### config.mk
export PLATFORM = sky130hd
export DESIGN_NAME = cte_fifo
export DESIGN_NICKNAME = d
export VERILOG_FILES = /design/src/design/capability_table_engine_top_defines.svh /design/src/design/cte_pkg.sv /design/src/design/cte_fifo.sv
export SDC_FILE = /design/constraint.sdc
export NUM_CORES = 1
export LEC_CHECK = 0
export BUFFER_PORTS_ARGS = -buffer_cell sky130_fd_sc_hd__buf_2
export CORE_ASPECT_RATIO = 2
export CORE_MARGIN = 2
export CORE_UTILIZATION = 25
export CTS_BUF_LIST = sky130_fd_sc_hd__clkbuf_8 sky130_fd_sc_hd__clkbuf_16
export DETAILED_ROUTE_END_ITERATION = 10
export PLACE_DENSITY = 0.52
export SYNTH_ARGS = -nofsm -noshare
export SYNTH_HDL_FRONTEND = slang
export SYNTH_SLANG_ARGS = --single-unit
### constraint.sdc
create_clock -name i_clk -period 19.3 [get_ports i_clk]
set_clock_uncertainty 0.05 [all_clocks]
set_input_delay 3.86 -clock i_clk [delete_from_list [all_inputs] [get_ports i_clk]]
set_output_delay 3.86 -clock i_clk [all_outputs]
set_load 0.005 [all_outputs]
### src/design/capability_table_engine_top_defines.svh
// Assertion macros for the capability table engine.
// Used by the top level only; the clock i_clk and reset i_rst_n must be in scope.
`ifndef CAPABILITY_TABLE_ENGINE_TOP_DEFINES_SVH
`define CAPABILITY_TABLE_ENGINE_TOP_DEFINES_SVH

// Same-cycle implication, checked outside reset.
`define CTE_ASSERT_IMP(label, ante, cons, msg) \
    label: assert property (@(posedge i_clk) disable iff (!i_rst_n) (ante) |-> (cons)) \
        else $error(msg);

// Next-cycle implication, checked outside reset.
`define CTE_ASSERT_NXT(label, ante, cons, msg) \
    label: assert property (@(posedge i_clk) disable iff (!i_rst_n) (ante) |=> (cons)) \
        else $error(msg);

`endif

### src/design/cte_pkg.sv
// Shared types and constants of the capability table engine.
// No dependencies; the design files that use it refer to it by scoped names, the testbench imports it.
package cte_pkg;

    localparam int NUM_CNODES_DEF = 4;
    localparam int SLOT_COUNT_DEF = 32;

    localparam int OP_W     = 3;
    localparam int CNODE_W  = 2;
    localparam int SLOT_W   = 8;
    localparam int KIND_W   = 4;
    localparam int RIGHTS_W = 8;
    localparam int BADGE_W  = 32;
    localparam int OBJECT_W = 32;
    localparam int PARENT_W = 8;
    localparam int STATUS_W = 3;

    localparam int Q_DEPTH = 2;

    typedef enum logic [OP_W-1:0] {
        OP_LOOKUP  = 3'd0,
        OP_INSTALL = 3'd1,
        OP_COPY    = 3'd2,
        OP_MINT    = 3'd3,
        OP_MOVE    = 3'd4,
        OP_DELETE  = 3'd5
    } t_op;

    typedef enum logic [STATUS_W-1:0] {
        ST_OK       = 3'd0,
        ST_INVALID  = 3'd1,
        ST_OCCUPIED = 3'd2,
        ST_EMPTY    = 3'd3,
        ST_TYPE     = 3'd4,
        ST_BADGED   = 3'd5
    } t_status;

    localparam logic [KIND_W-1:0]   KIND_NULL         = 4'd0;
    localparam logic [KIND_W-1:0]   KIND_ENDPOINT     = 4'd1;
    localparam logic [KIND_W-1:0]   KIND_NOTIFICATION = 4'd2;
    localparam logic [PARENT_W-1:0] NO_PARENT         = 8'hFF;
    localparam logic [RIGHTS_W-1:0] RIGHTS_ALL_RESET  = 8'hFF;

    typedef struct packed {
        logic [KIND_W-1:0]   kind;
        logic [RIGHTS_W-1:0] rights;
        logic [BADGE_W-1:0]  badge;
        logic [OBJECT_W-1:0] object;
        logic [PARENT_W-1:0] parent;
    } t_entry;

    localparam t_entry ENTRY_RESET = '{
        kind:   KIND_NULL,
        rights: '0,
        badge:  '0,
        object: '0,
        parent: NO_PARENT
    };

    // A classified request as it travels through the queue.
    typedef struct packed {
        logic [OP_W-1:0]     op;
        logic                bad;
        logic [CNODE_W-1:0]  dst_cnode;
        logic [SLOT_W-1:0]   dst_slot;
        logic [CNODE_W-1:0]  src_cnode;
        logic [SLOT_W-1:0]   src_slot;
        logic [KIND_W-1:0]   kind;
        logic [RIGHTS_W-1:0] rights;
        logic [BADGE_W-1:0]  badge;
        logic [OBJECT_W-1:0] object;
        logic [PARENT_W-1:0] parent;
    } t_cmd;

endpackage

### src/design/cte_fifo.sv
// Short queue of classified requests between the front end and the back end.
// Depends on cte_pkg for the request type and the queue depth.
module cte_fifo (
    input  logic            i_clk,
    input  logic            i_rst_n,
    input  logic            i_push,
    input  cte_pkg::t_cmd   i_cmd,
    input  logic            i_pop,
    output logic            o_full,
    output logic            o_valid,
    output cte_pkg::t_cmd   o_head
);

    localparam int PW = (cte_pkg::Q_DEPTH > 1) ? $clog2(cte_pkg::Q_DEPTH) : 1;
    localparam int CW = $clog2(cte_pkg::Q_DEPTH + 1);
    localparam logic [PW-1:0] LAST_PTR = PW'(cte_pkg::Q_DEPTH - 1);
    localparam logic [CW-1:0] FULL_CNT = CW'(cte_pkg::Q_DEPTH);

    cte_pkg::t_cmd   r_data [cte_pkg::Q_DEPTH];
    logic [PW-1:0]   r_wptr;
    logic [PW-1:0]   r_rptr;
    logic [CW-1:0]   r_count;
    logic            push_ok;
    logic            pop_ok;

    assign o_full  = (r_count == FULL_CNT);
    assign o_valid = (r_count != '0);
    assign o_head  = r_data[r_rptr];
    assign push_ok = i_push && !o_full;
    assign pop_ok  = i_pop && o_valid;

    always_ff @(posedge i_clk) begin
        if (!i_rst_n) begin
            r_wptr  <= '0;
            r_rptr  <= '0;
            r_count <= '0;
        end else begin
            if (push_ok) begin
                r_data[r_wptr] <= i_cmd;
                r_wptr <= (r_wptr == LAST_PTR) ? '0 : r_wptr + 1'b1;
            end
            if (pop_ok) begin
                r_rptr <= (r_rptr == LAST_PTR) ? '0 : r_rptr + 1'b1;
            end
            if (push_ok && !pop_ok) begin
                r_count <= r_count + 1'b1;
            end else if (pop_ok && !push_ok) begin
                r_count <= r_count - 1'b1;
            end
        end
    end

endmodule

==> results by group <==
Die
  • Die width: 131 um
  • Area of the die: 33,900 sq um
  • Initial Utilization: 25.2%
  • Die height: 259 um
  • Core Region: 32,100 sq um
  • I/O pin cnt: 222
  • Num rows: 93

Critical path
  • CP bufs+invs: 2
  • CP max stage cell: buf_4
  • Launching element type of the critical path: register
  • Delay-heaviest family, CP: buffers and inverters
  • Critical Path, Cell by Cell: buf_4, mux2_2, buf_2
  • Crit path arrival time: 2.80 ns
  • Crit Path Class: reg2out
  • Crit path largest cell delay: 0.82 ns
  • Type of destination of the critical path: output port
  • WP data required: 15.39 ns
  • Crit path max fanout: 61

Placed design
  • RePlAce Congestion: 0.763
  • IO buf count: 221
  • Placed cell area: 9700 sq um
  • Final HPWL DP: 11,900 um

Yosys
  • Top-count cell post-synth: edfxtp_1
  • Syn Inst Count: 361
  • Largest cells by area after synthesis: edfxtp_1, mux2_2, mux2_4
  • Mapped Nets: 474
  • Ys Warns: 0
  • Post-synth top area cell: edfxtp_1
  • Seq/Total Area, Yosys: 81.3%
  • Register bit total from synthesis: 221
  • Post-synth ARST share: 0%
  • Avg Cell Area, Syn: 22.4 sq um
  • Synth Flop Type: edfxtp_1
  • Synth unique cells: 20
  • Number of flops mapped to enable cells by yosys: 216
  • Synth cell count leaders: edfxtp_1, mux2_2, mux2_4
  • Share of the synthesized area in the top cell type: 80.1%
  • Mapped Area: 8100 sq um

Power and ir drop
  • Peak supply drop: 69.5 uV
  • Leak: 3.77 nW
  • Power Dens Cells: 120 nW/um^2

Drt
  • Vias per std cell: 3.93
  • Met2 wire length: 10,200 um
  • Remaining DRCs: 0
  • Detailed Route WL: 17,500 um
  • Post-route ant nets: 0
  • Detailed Route Iter0 Violations: 140
  • DRT Pass-1 Iters: 4
  • Max Used Layer: met4
  • Via count: 4,098
  • Routed wire length on met3: 883 um
  • Drt wl/cell: 16.8 um
  • Metal1 wirelength: 5430 um

Job
  • Max Cap Viol: 0

Timing
  • Worst-Margin Slew: 0.951 ns
  • Final setup violating endpoints: 0
  • Fin. Hold Viols: 0
  • Final worst path period share: 34.8%
  • Relative slew slack: 36.6%
  • Setup TNS: 0 ns
  • Fmax: 149 MHz
  • RSZ-0062 raised after global routing: no
  • Crit path time final: 6.71 ns
  • Slew Limit Fails: 0

Global routing
  • Antenna violations before repair: 6
  • First-pass GRT wire length: 25,500 um
  • Number of global-route vias before repair: 4,477
  • Total GRT Usage: 9.95%
  • Overflow after GRT: 0
  • Largest net degree at the start of global routing: 64

Clock tree
  • CTS Buf Count: 21
  • Post-CTS Hold Fix Bufs: 0
  • Root Driver: clkbuf_16
  • H-tree depth: 1
  • Clock-pin transition on the worst setup and hold timing paths: 0.07 ns
  • Post-CTS Setup Inserts: 0
  • Longest Clk Path Bufs: 3
  • Clock Latency Late Sink: 0.50 ns
  • Clk sink count: 221
  • TritonCTS clock tree: built
  • # resized after CTS: 0

Min path
  • HP Class: reg2reg

Cells and area
  • Fillers: 3,189
  • Fin area: 10,400 sq um
  • Final #Nets: 710
  • Share of cells above drive strength 1: 61.1%
  • Storage element area: 6590 sq um
  • Footprint of the multi-input gates: 1440 sq um
  • Area growth syn-to-layout: 28.5%

Status
  • Status: finished, final reports clean
-- through the flow --
stage / power (W) / hold slack [ns] / instances / setup slack, ns / utilization [%]
after floorplan: 0.000758 / 0.416 / 361 / 3.37 / -
after global placement: 0.000853 / 0.446 / 1001 / 13.05 / 30.2
after detailed placement: 0.000855 / 0.465 / 1001 / 13.06 / 30.2
after CTS: 0.00128 / 0.483 / 1036 / 12.49 / 32.4
after global routing: 0.00131 / 0.491 / 1042 / 12.40 / 32.4
final: 0.00125 / 0.474 / 1042 / 12.59 / 32.4
-- path summary, 6_finish.rpt --
check | cells after the start | start | slack [ns] | end
hold reg to reg | 2 | r_count[1]$_SDFFE_PN0P_ | 0.47 | r_count[1]$_SDFFE_PN0P_
setup / recovery | 3 | register | 12.59 | o_head[47]
setup reg to reg | 4 | r_count[0]$_SDFFE_PN0P_ | 16.61 | r_data[1][59]$_DFFE_PP_
hold / removal | 2 | r_count[1]$_SDFFE_PN0P_ | 0.47 | r_count[1]$_SDFFE_PN0P_
-- per-layer routing --
layer  track usage (%)  vias up
li1                  -     1908
met3              1.84       47
met1              8.71     1999
met2              19.8      144
met4              7.22        0
met5                 0        -
-- cells in the final DEF, fill, tap and decap left out, types with 2 or more instances in the layout --
master / Yosys / final
a21boi_1: 2 / 2
and2_1: 3 / 3
buf_2: 8 / 221
buf_4: 0 / 4
bufinv_16: 0 / 3
clkbuf_16: 0 / 21
clkinv_2: 0 / 3
clkinv_4: 0 / 3
clkinvlp_4: 0 / 3
dfxtp_1: 5 / 4
diode_2: 0 / 6
edfxtp_1: 216 / 216
mux2_2: 88 / 88
mux2_4: 20 / 20
o21ai_0: 2 / 2
or3_1: 2 / 2
xnor2_1: 2 / 2
-- where the power goes --
group          internal [W]  switching, W
Clock              0.000244      0.000173
Sequential         0.000571     0.0000240
Combinational      0.000132      0.000109
Total              0.000947      0.000305
-- sequential cells by signal (all words and copies together) (netlist names), named ones only --
name	flops
r_count	2
r_data	216
r_rptr	1
r_wptr	1
-- final cells by class --
type | instances | area share, %
Antenna cell | 6 | 0.144
Tap cell | 427 | 5.13
Clock inverter | 13 | 1.51
Clock buffer | 22 | 5.18
Multi-Input combinational cell | 127 | 13.8
Sequential cell | 221 | 63.3
Timing Repair Buffer | 225 | 10.9
Inverter | 1 | 0.0360
-- worst min-delay path, delay by kind of cell (launching register included) --
kind / cells / cell delay, ns
flip-flops: 1 / 0.34
AO/OA/AOI/OAI: 2 / 0.14
-- kinds of logic after synthesis --
kind of cell               synth area share [%]
AOI/OAI and AO/OA                         0.371
muxes                                      15.9
and+or+nand+nor                           0.803
buffers and inverters                      1.10
adders and majority gates                 0.154
xor gates and xnor gates                  0.324
DFF                                        81.3
Note: power is estimated with default switching activity, not from simulation.
